<file path="src/rtl/core/assert_macros.svh">
// Assertion macros shared by the serial buffer RTL.
`ifndef ASSERT_MACROS_SVH
`define ASSERT_MACROS_SVH

// Antecedent holds in a cycle, consequent must hold in the same cycle.
`define URB_ASSERT_NOW(label, clk, rstn, ante, cons, msg) \
    label: assert property (@(posedge clk) disable iff (!(rstn)) (ante) |-> (cons)) \
        else $error(msg);

// Antecedent holds in a cycle, consequent must hold in the next cycle.
`define URB_ASSERT_NEXT(label, clk, rstn, ante, cons, msg) \
    label: assert property (@(posedge clk) disable iff (!(rstn)) (ante) |=> (cons)) \
        else $error(msg);

`endif

</file>
<file path="src/rtl/core/uart_rb_pkg.sv">
// Shared types and event codes for the serial buffer engine.
`default_nettype none

package uart_rb_pkg;

    localparam int unsigned BYTE_W = 8;
    localparam int unsigned KIND_W = 2;

    typedef logic [KIND_W-1:0] kind_t;

    localparam kind_t KIND_RX_BYTE    = 2'd0;
    localparam kind_t KIND_TX_READY   = 2'd1;
    localparam kind_t KIND_HOST_READ  = 2'd2;
    localparam kind_t KIND_HOST_WRITE = 2'd3;

    // Per-cycle control of one ring.
    typedef struct packed {
        logic              push;       // write at head and advance
        logic              overwrite;  // write at head, pointers stay
        logic              pop;        // advance tail
        logic [BYTE_W-1:0] data;
    } ring_ctrl_t;

endpackage

`default_nettype wire

</file>
<file path="src/rtl/core/uart_rb_ring.sv">
// Byte ring with head/tail pointers, a level count and a registered front byte.
`default_nettype none

`include "assert_macros.svh"

module uart_rb_ring #(
    parameter int unsigned DEPTH = 64
) (
    input  wire logic                          aclk,
    input  wire logic                          aresetn,
    input  wire uart_rb_pkg::ring_ctrl_t       ctrl,
    output logic [$clog2(DEPTH+1)-1:0]         count,
    output logic [uart_rb_pkg::BYTE_W-1:0]     front
);

    localparam int unsigned PTR_W = $clog2(DEPTH);
    localparam int unsigned CNT_W = $clog2(DEPTH + 1);

    logic [uart_rb_pkg::BYTE_W-1:0] mem [DEPTH];

    logic [PTR_W-1:0] head_reg, head_next;
    logic [PTR_W-1:0] tail_reg, tail_next;
    logic [CNT_W-1:0] count_reg, count_next;
    logic [uart_rb_pkg::BYTE_W-1:0] front_reg;
    logic wr_en;

    function automatic logic [PTR_W-1:0] ptr_inc(input logic [PTR_W-1:0] p);
        return (p == PTR_W'(DEPTH - 1)) ? '0 : p + 1'b1;
    endfunction

    always_comb begin
        wr_en      = ctrl.push | ctrl.overwrite;
        head_next  = ctrl.push ? ptr_inc(head_reg) : head_reg;
        tail_next  = ctrl.pop ? ptr_inc(tail_reg) : tail_reg;
        count_next = count_reg + CNT_W'(ctrl.push) - CNT_W'(ctrl.pop);
    end

    always_ff @(posedge aclk) begin
        if (!aresetn) begin
            head_reg  <= '0;
            tail_reg  <= '0;
            count_reg <= '0;
        end else begin
            head_reg  <= head_next;
            tail_reg  <= tail_next;
            count_reg <= count_next;
        end
    end

    always_ff @(posedge aclk) begin
        if (wr_en) begin
            mem[head_reg] <= ctrl.data;
        end
    end

    // The front byte is registered from the slot at the next tail; a write to that
    // same slot in this cycle is forwarded so the front never goes stale.
    always_ff @(posedge aclk) begin
        if (wr_en && (head_reg == tail_next)) begin
            front_reg <= ctrl.data;
        end else begin
            front_reg <= mem[tail_next];
        end
    end

    assign count = count_reg;
    assign front = front_reg;

    `URB_ASSERT_NOW(a_count_bound, aclk, aresetn, 1'b1, count_reg <= CNT_W'(DEPTH),
        "ring level above depth")
    `URB_ASSERT_NOW(a_pop_nonempty, aclk, aresetn, ctrl.pop, count_reg != '0,
        "pop from empty ring")
    `URB_ASSERT_NOW(a_push_room, aclk, aresetn, ctrl.push,
        (count_reg != CNT_W'(DEPTH)) && !ctrl.overwrite, "push into full ring")

endmodule

`default_nettype wire

</file>
<file path="src/rtl/core/uart_rx_tx_ring_buffers_top.sv">
// Top level of the serial buffer engine: event register, ring control, result register.
//
//  Channel  | Direction | Ports                          | Contents
//  ---------+-----------+--------------------------------+------------------------------
//  s_       | in        | s_tvalid s_tready s_tdata s_tuser | one event per item
//  m_       | out       | m_tvalid m_tready m_tdata      | one result per event
//  cfg_     | in        | cfg_wr_en cfg_wr_data          | echo enable register
//
// One item per cycle is sustained while the result side does not stall; an event passes the
// input register, then the result register. Each ring update touches one memory slot,
// and the front byte of each ring is held in a register loaded from the next tail slot.
// Reset clears pointers, levels, the interrupt enable and echo; ring contents stay.
// A stalled result blocks further events only once the input register is also full.
`default_nettype none

`include "assert_macros.svh"

module uart_rx_tx_ring_buffers_top #(
    parameter int unsigned RING_DEPTH = 64
) (
    input  wire logic aclk,
    input  wire logic aresetn,

    input  wire logic       s_tvalid,
    output logic            s_tready,
    input  wire logic [7:0] s_tdata,   // [7:0] data_byte
    input  wire logic [1:0] s_tuser,   // [1:0] kind

    output logic m_tvalid,
    input  wire logic m_tready,
    // [0] line_valid, [8:1] line_byte, [9] read_valid, [17:10] read_byte,
    // then rx_level, tx_level, tx_irq_enable, rx_overrun, tx_dropped, zero fill
    output logic [((4*uart_rb_pkg::BYTE_W/4*2 + 5 + 2*$clog2(RING_DEPTH+1)) + 7) / 8 * 8 - 1:0]
                 m_tdata,

    input  wire logic cfg_wr_en,
    input  wire logic cfg_wr_data
);

    localparam int unsigned LVL_W = $clog2(RING_DEPTH + 1);
    localparam int unsigned RES_W = 2 * uart_rb_pkg::BYTE_W + 5 + 2 * LVL_W;
    localparam int unsigned OUT_W = (RES_W + 7) / 8 * 8;

    logic                           in_vld_reg, in_vld_next;
    uart_rb_pkg::kind_t             in_kind_reg;
    logic [uart_rb_pkg::BYTE_W-1:0] in_byte_reg;
    logic                           out_vld_reg, out_vld_next;
    logic [RES_W-1:0]               out_data_reg;
    logic                           echo_reg;
    logic                           tie_reg, tie_next;
    logic                           advance;
    logic                           s_accept;

    uart_rb_pkg::ring_ctrl_t        rx_ctrl, tx_ctrl;
    logic [LVL_W-1:0]               rx_count, tx_count;
    logic [uart_rb_pkg::BYTE_W-1:0] rx_front, tx_front;
    logic                           rx_full, tx_full;

    logic                           line_valid, read_valid, overrun, dropped;
    logic [uart_rb_pkg::BYTE_W-1:0] line_byte, read_byte;
    logic [LVL_W-1:0]               rx_level, tx_level;

    assign advance  = in_vld_reg && (!out_vld_reg || m_tready);
    assign s_tready = !in_vld_reg || advance;
    assign s_accept = s_tvalid && s_tready;

    assign rx_full = (rx_count == LVL_W'(RING_DEPTH));
    assign tx_full = (tx_count == LVL_W'(RING_DEPTH));

    always_comb begin
        rx_ctrl    = '0;
        tx_ctrl    = '0;
        line_valid = 1'b0;
        line_byte  = '0;
        read_valid = 1'b0;
        read_byte  = '0;
        overrun    = 1'b0;
        dropped    = 1'b0;
        tie_next   = tie_reg;
        if (advance) begin
            unique case (in_kind_reg)
                uart_rb_pkg::KIND_RX_BYTE: begin
                    // A full ring takes the byte in the head slot without moving.
                    rx_ctrl.push      = !rx_full;
                    rx_ctrl.overwrite = rx_full;
                    rx_ctrl.data      = in_byte_reg;
                    overrun           = rx_full;
                    if (tx_count == '0) begin
                        tie_next = 1'b0;
                    end
                end
                uart_rb_pkg::KIND_TX_READY: begin
                    if (tx_count != '0) begin
                        line_valid  = 1'b1;
                        line_byte   = tx_front;
                        tx_ctrl.pop = 1'b1;
                    end
                    if (tx_count <= LVL_W'(1)) begin
                        tie_next = 1'b0;
                    end
                end
                uart_rb_pkg::KIND_HOST_READ: begin
                    if (rx_count != '0) begin
                        read_valid  = 1'b1;
                        read_byte   = rx_front;
                        rx_ctrl.pop = 1'b1;
                        if (echo_reg) begin
                            dropped      = tx_full;
                            tx_ctrl.push = !tx_full;
                            tx_ctrl.data = rx_front;
                            if (tx_count == '0) begin
                                tie_next = 1'b1;
                            end
                        end
                    end
                end
                uart_rb_pkg::KIND_HOST_WRITE: begin
                    dropped      = tx_full;
                    tx_ctrl.push = !tx_full;
                    tx_ctrl.data = in_byte_reg;
                    if (tx_count == '0) begin
                        tie_next = 1'b1;
                    end
                end
                default: begin
                end
            endcase
        end
        rx_level = rx_count + LVL_W'(rx_ctrl.push) - LVL_W'(rx_ctrl.pop);
        tx_level = tx_count + LVL_W'(tx_ctrl.push) - LVL_W'(tx_ctrl.pop);
    end

    always_comb begin
        if (s_accept) begin
            in_vld_next = 1'b1;
        end else if (advance) begin
            in_vld_next = 1'b0;
        end else begin
            in_vld_next = in_vld_reg;
        end
        if (advance) begin
            out_vld_next = 1'b1;
        end else if (m_tready) begin
            out_vld_next = 1'b0;
        end else begin
            out_vld_next = out_vld_reg;
        end
    end

    always_ff @(posedge aclk) begin
        if (!aresetn) begin
            in_vld_reg  <= 1'b0;
            out_vld_reg <= 1'b0;
            echo_reg    <= 1'b0;
            tie_reg     <= 1'b0;
        end else begin
            in_vld_reg  <= in_vld_next;
            out_vld_reg <= out_vld_next;
            tie_reg     <= tie_next;
            if (cfg_wr_en) begin
                echo_reg <= cfg_wr_data;
            end
        end
    end

    always_ff @(posedge aclk) begin
        if (s_accept) begin
            in_kind_reg <= s_tuser;
            in_byte_reg <= s_tdata;
        end
        if (advance) begin
            out_data_reg <= {dropped, overrun, tie_next, tx_level, rx_level,
                             read_byte, read_valid, line_byte, line_valid};
        end
    end

    uart_rb_ring #(
        .DEPTH (RING_DEPTH)
    ) u_rx_ring (
        .aclk    (aclk),
        .aresetn (aresetn),
        .ctrl    (rx_ctrl),
        .count   (rx_count),
        .front   (rx_front)
    );

    uart_rb_ring #(
        .DEPTH (RING_DEPTH)
    ) u_tx_ring (
        .aclk    (aclk),
        .aresetn (aresetn),
        .ctrl    (tx_ctrl),
        .count   (tx_count),
        .front   (tx_front)
    );

    assign m_tvalid = out_vld_reg;
    assign m_tdata  = OUT_W'(out_data_reg);

    `URB_ASSERT_NEXT(a_advance_result, aclk, aresetn, advance, out_vld_reg,
        "processed event left no result")
    `URB_ASSERT_NOW(a_tie_empty, aclk, aresetn, tie_reg, tx_count != '0,
        "transmit interrupt enabled with empty transmit ring")

endmodule

`default_nettype wire

</file>
<file path="config.mk">
export PLATFORM = sky130hd
export DESIGN_NAME = uart_rx_tx_ring_buffers_top
export DESIGN_NICKNAME = d
export VERILOG_FILES = /design/src/rtl/core/uart_rb_pkg.sv /design/src/rtl/core/uart_rb_ring.sv /design/src/rtl/core/uart_rx_tx_ring_buffers_top.sv
export VERILOG_INCLUDE_DIRS = /design/src /design/src/rtl/core
export SDC_FILE = /design/constraint.sdc
export NUM_CORES = 1
export LEC_CHECK = 0
export BUFFER_PORTS_ARGS = -buffer_cell sky130_fd_sc_hd__buf_2
export CAP_MARGIN = 20
export CORE_ASPECT_RATIO = 1.75
export CORE_UTILIZATION = 56
export CTS_BUF_LIST = sky130_fd_sc_hd__clkbuf_4
export CTS_CLUSTER_SIZE = 28
export DETAILED_ROUTE_END_ITERATION = 12
export GPL_TIMING_DRIVEN = 0
export PLACE_DENSITY = 0.72
export SYNTH_ARGS = -nofsm -noshare
export SYNTH_HDL_FRONTEND = slang
export SYNTH_SLANG_ARGS = --single-unit
</file>
<file path="constraint.sdc">
create_clock -name aclk -period 5.6 [get_ports aclk]
set_input_delay 0.28 -clock aclk [delete_from_list [all_inputs] [get_ports aclk]]
set_output_delay 0.28 -clock aclk [all_outputs]
set_load 0.05 [all_outputs]
</file>
# Yosys cells after proc, flatten, opt, wreduce, memory -nomap -nowiden
# Memories as Yosys holds them, arrays and structs flattened. A register that Yosys moved wholly into a read port is not among the register bits.
# Index checks and enable logic that the tools add are counted.
dict set report word_totals {
  reg_bits 87
  mem_bits_rw 1024
  inputBits 16
  wordCells 92
  n_memories 2
}
dict set report classes {
  addsub 8
  n_lt_le_gt_ge 1
  eq_ne 9
  mux 39
  bitwise 1
  reduce_logical 16
}
# name depth word_bits read_ports rd_clocked_by_memory_dff wr line
set mem_list {}
lappend mem_list {u_rx_ring.mem 64 8 1 1 1 uart_rb_ring.sv:19} ;# logic [uart_rb_pkg::BYTE_W-1:0] mem [DEPTH];
lappend mem_list {u_tx_ring.mem 64 8 1 1 1 uart_rb_ring.sv:19}
# operator n
set op_table {}
lappend op_table {{6-bit 2-to-1 mux} 6}
lappend op_table {{6-bit by 1-bit adder with 6-bit output (second input constant)} 4}
lappend op_table {{6-bit equality test (second input constant)} 4}
lappend op_table {{8-bit 2-to-1 mux} 3}
lappend op_table {{1-bit 2-to-1 mux} 23}
lappend op_table {{8-bit case mux with 2 select lines} 1}
lappend op_table {{7-bit by 1-bit adder with 7-bit output} 2}
lappend op_table {{7-bit equality test (second input constant)} 2}
lappend op_table {{7-bit nonzero test} 2}
lappend op_table {{7-bit by 1-bit subtractor with 7-bit output} 2}
lappend op_table {{11-bit 2-to-1 mux} 1}
lappend op_table {{9-bit 2-to-1 mux} 1}
lappend op_table {{7-bit by 1-bit less-or-equal comparator with 1-bit output (second input constant)} 1}
lappend op_table {{7-bit zero test} 1}
lappend op_table {{2-bit equality test (second input constant)} 2}
lappend op_table {{1-bit zero test} 4}
lappend op_table {{1-bit case mux with 2 select lines} 2}
lappend op_table {{1-bit case mux with 4 select lines} 1}
lappend op_table {{2-bit AND reduction} 2}
lappend op_table {{2-bit nonzero test} 2}
lappend op_table {{2-bit by 1-bit equality test with 1-bit output (second input constant)} 1}
lappend op_table {{1-bit logical AND} 2}
lappend op_table {{2-bit zero test} 1}
lappend op_table {{1-bit logical OR} 2}
lappend op_table {{2 further kinds} 2}

# Longest topological paths before layout
dict set report logic_depth {
  depth_word 8
  mapped_depth 18
}

# Cells and area by module
# Synthesis repeated with hierarchy kept, for this count alone.
dict set report unflattened {
  cells_unflattened 2339
  area_unflattened_um2 45055.7
}
# mod instances cells_each area_each_um2 seq_area_each_um2
set by_module_without_submodules {}
lappend by_module_without_submodules {{uart_rb_ring (u_tx_ring)} 1 1062 21227.9 15875.2}
lappend by_module_without_submodules {{uart_rb_ring (u_rx_ring)} 1 1047 21057.7 15875.2}
lappend by_module_without_submodules {uart_rx_tx_ring_buffers_top 1 230 2770.2 1431.4}

# Worst setup path before layout
# OpenSTA, ideal clock, no wires.
dict set report synth_path {
  path_kind {register to register}
  startpoint {register out_vld_reg, in the netlist m_tvalid}
  endpoint {memory u_tx_ring.mem[0][5] in the netlist's numbering (data pin)}
  arrival_time_ps 4554
  path_slack_ps 344
  stages_incl_launch_ff 6
  synth_period_minus_slack_ps 5256
  cell_sequence {dfxtp_1 nand2b_1 nand2_1 inv_1 nand4_1 o21ai_0}
}
# item line
set synth_rtl {}
lappend synth_rtl {{start: declaration} uart_rx_tx_ring_buffers_top.sv:47} ;# logic out_vld_reg, out_vld_next;
lappend synth_rtl {{start signal: assignment} uart_rx_tx_ring_buffers_top.sv:158} ;# out_vld_reg <= out_vld_next;
lappend synth_rtl {{end: declaration} uart_rb_ring.sv:19}

# Worst setup path in the final report
dict set report layout_path {
  startpoint {register u_tx_ring.count_reg[2], in the netlist u_tx_ring.count[2]}
  endpoint {register u_tx_ring.count_reg[6], in the netlist u_tx_ring.count[6]}
}
dict set report layout_via {
  elab_chain_len 8
  word_cells_on_any_way 12
  classes_between {add/sub (2); eq/ne (1); mux (7); reduce/logical (2)}
}
# item line
set layout_lines {}
lappend layout_lines {{start: declaration} uart_rb_ring.sv:23} ;# logic [CNT_W-1:0] count_reg, count_next;
lappend layout_lines {{start signal: assignment} uart_rb_ring.sv:46} ;# count_reg <= count_next;
lappend layout_lines {{7-bit equality test} uart_rx_tx_ring_buffers_top.sv:68} ;# assign tx_full = (tx_count == LVL_W'(RING_DEPTH));
lappend layout_lines {{1-bit zero test} {uart_rx_tx_ring_buffers_top.sv:109, uart_rx_tx_ring_buffers_top.sv:119}}
lappend layout_lines {{1-bit 2-to-1 mux} uart_rx_tx_ring_buffers_top.sv:107} ;# if (echo_reg) begin
lappend layout_lines {{1-bit 2-to-1 mux} uart_rx_tx_ring_buffers_top.sv:103} ;# if (rx_count != '0) begin
lappend layout_lines {{1-bit case mux with 2 select lines} uart_rx_tx_ring_buffers_top.sv:81} ;# unique case (in_kind_reg)
lappend layout_lines {{1-bit 2-to-1 mux} uart_rx_tx_ring_buffers_top.sv:80} ;# if (advance) begin
lappend layout_lines {{7-bit by 1-bit adder with 7-bit output} -}
lappend layout_lines {{7-bit by 1-bit subtractor with 7-bit output (*)} -}
lappend layout_lines {{named net tx_level[6]} uart_rx_tx_ring_buffers_top.sv:61} ;# logic [LVL_W-1:0] rx_level, tx_level;
# Mark *: on every way through the listed nets, which the timed path passes. The rest lies on a longest branch.
# A chain may end at the register's enable or synchronous reset.

==> qor.txt <==
status = complete, no violations
share of cells above drive strength 1 = 28.4%
Worst setup EP type = flip-flop
Final Hold Fails = 0
WP data arrival = 5.45 ns
Post-Syn Area = 44,300 um2
DP HPWL = 75,500 um
sequential area share after synthesis = 75.0%
antenna violations before repair = 2
Max-cap violations = 0
Critical Path Source Type = flip-flop
total congestion overflow = 0
clk sinks = 1,123
Worst-Skew Late Latency = 1.16 ns
core area = 78,400 um2
Ports = 58
first-pass GRT wire length = 156,000 um
Area growth, synth to finish = 12.2%
Mapped Cells = 2,204
WL final = 108,000 um
async set-reset flop share out of synthesis = 0%
Synth Area per Inst = 20.1 um2
CTS Buf Count = 231
Worst IR Drop VDD = 220 uV
count of cell types in the netlist = 59
EDFF count, synth = 1,069
wire per inst = 28.7 um
Slew HR = 20.7%
hold_buf cts = 32
Post-DRT Antenna Nets = 0
Placer Congestion = 0.974
CTS H-tree lvls = 4
Pre-antenna DRT Iters = 8
Vert. Die Dim = 374 um
Pins Over Slew Limit = 0
pin count of the biggest net entering global routing = 49
Post-synth top flop = edfxtp_1
vias in the first global route = 24,527
critical path class = flip-flop to flip-flop
Cell Pwr Density = 334 nW/um2
Leakage = 16.7 nW
fin crit period = 4.44 ns
# nets final = 2,589
part of the cycle the worst path needs = 79.4%
Die X = 215 um
Post-CTS Repair Setup Buffers = 0
final setup TNS = 0 ns
Cell Count, Final, Fillers Out = 3,774
RSZ-0062 raised after global routing = no
overall routing resource usage = 27.6%
Post-Place Cells = 3,314
Clock Skew = 0.0914 ns
Synth Register Bits = 1,123
Least-Margin Pin Slew = 1.19 ns
Hold Path Class = input port to flip-flop
CP Data Required Time = 6.60 ns
via count = 23,051
Clock transition at path regs = 0.07 ns
drt drc = 0
placement row count = 136
# resized after CTS = 0
crit-path max FO = 6
initial drt markers = 1,937
Synth Warn # = 0
CTS tree = done
Design Power = 16.6 mW
PortBufs = 52
Starting Density = 56.4%
CTS Root Cell = clkbuf_4
Longest Clk Path Bufs = 3
# setup viols final = 0
DIE AREA = 80,200 um2
routed vias/inst = 6.11
FMAX = 0.225 GHz
[placed cells by master, fill, tap and decap left out, types with 6 or more instances in the layout]
cell type         n
o21bai_1          7
buf_2            74
clkinv_2         20
a21oi_1          36
xor2_1            9
mux4_2          250
buf_1            18
and2_1           34
edfxtp_1       1069
a2111oi_1         6
buf_12           13
and2_2            8
buf_6            14
and3_1            6
buf_4            22
bufinv_16         6
nand3_1          12
xnor2_1          11
buf_16            8
clkinv_1         69
o21ai_4           8
dlygate4sd3_1    32
mux2_2           10
inv_1            29
nor2_1          152
ha_1             27
nand2b_1          6
mux2i_1         113
clkbuf_1         34
nand3b_1         12
o21ai_0          21
a211oi_1         17
clkbuf_4        319
dfxtp_1          54
nor2b_1          25
inv_2             8
nand2_1          61
a22oi_1          41
[worst paths after layout]
| path | start | endpoint | slack (ns) | depth (start not counted) |
|---|---|---|---|---|
| max | u_tx_ring.count[2]$_SDFF_PN0_ | u_tx_ring.count[6]$_SDFF_PN0_ | 1.16 | 17 |
| min | aresetn | u_tx_ring.head_reg[4]$_SDFFE_PN0P_ | 0.29 | 4 |
| max reg2reg | u_tx_ring.count[2]$_SDFF_PN0_ | u_tx_ring.count[6]$_SDFF_PN0_ | 1.16 | 17 |
| min reg2reg | u_tx_ring.tail_reg[4]$_SDFF_PN0_ | flip-flop | 0.50 | 1 |
[logic make-up (layout without fill, tap and decap cells)]
family / count (synthesis) / in the layout / synth area share [%]
buffers and inverters: 145 / 671 / 1.83
muxes: 373 / 373 / 15.5
DFF: 1123 / 1123 / 75.0
xor gates and xnor gates: 20 / 20 / 0.396
and+or+nand+nor: 336 / 336 / 3.63
other: 1 / 10 / 0.00847
adders and majority gates: 29 / 29 / 0.854
AOI/OAI and AO/OA: 177 / 177 / 2.80
[cells in the mapped netlist (7+ instances only)]
master / number / share of area [%]
edfxtp_1: 1069 / 73
mux4_2: 250 / 13
nor2_1: 152 / 1.3
mux2i_1: 113 / 2.6
nand2_1: 61 / 0.52
dfxtp_1: 54 / 2.4
and2_1: 42 / 0.59
a22oi_1: 41 / 0.70
a21oi_1: 36 / 0.41
clkbuf_1: 34 / 0.29
inv_1: 30 / 0.25
ha_1: 27 / 0.76
nor2b_1: 25 / 0.35
buf_2: 22 / 0.25
buf_4: 22 / 0.37
o21ai_0: 22 / 0.25
buf_1: 18 / 0.15
a211oi_1: 17 / 0.29
buf_6: 14 / 0.36
nand3_1: 12 / 0.14
nand3b_1: 12 / 0.20
o21ai_1: 12 / 0.14
xnor2_1: 11 / 0.22
mux2_2: 10 / 0.25
xor2_1: 9 / 0.18
o21bai_1: 7 / 0.12
[per-stage QoR]
step	utilization, %	worst slack, ns	cell area, um2	hold slack, ns
2_1_floorplan	-	0.344	44300	0.379
3_3_place_gp	58.4	-3.07	45800	0.463
3_5_place_dp	59.1	1.24	46400	0.460
4_1_cts	63.3	1.19	49700	0.154
5_1_grt	63.3	1.02	49700	0.223
6_report	63.3	1.16	49700	0.294
[layer usage]
layer | vias to the layer above | share of wire, % | wire length (um) | GRT usage (%)
met2 | 1074 | 56 | 60200 | 51.3
li1 | 9800 | - | - | -
met1 | 11846 | 31 | 33900 | 27.0
met3 | 331 | 5.7 | 6190 | 5.76
met5 | - | 0 | 0 | 0
met4 | 0 | 7.3 | 7940 | 19.2
[critical path, cell delays in order, from the launching register on]
cell,delay [ns]
dfxtp_1,0.35
inv_1,0.10
ha_1,0.23
nor4bb_1,0.17
a21oi_1,0.94
nand2_1,0.34
inv_1,0.30
ha_1,0.28
inv_1,0.06
ha_1,0.20
inv_1,0.08
fa_1,0.43
o21bai_1,0.17
a21oi_1,0.12
o21bai_1,0.15
a21oi_1,0.10
xor2_1,0.16
and2_1,0.16
[area by class of cell]
type / instances / area [um2]
multi-input cells: 940 / 10400
clock inverters: 104 / 589
fillers: 5418 / 28800
well taps: 1035 / 1290
plain buffers: 113 / 688
repair buffers: 103 / 1020
flip-flops and latches: 1123 / 33200
inverters: 32 / 120
diodes: 5 / 12.5
clock buffers: 319 / 2390
[report_power, final]
part / leakage (nW) / switching, mW / internal [mW]
Clock: 1.76 / 3.06 / 2.93
Combinational: 3.84 / 0.817 / 0.538
Sequential: 11.1 / 0.0439 / 9.23
Total: 16.7 / 3.92 / 12.7
Power figures use the tool's default switching activity.
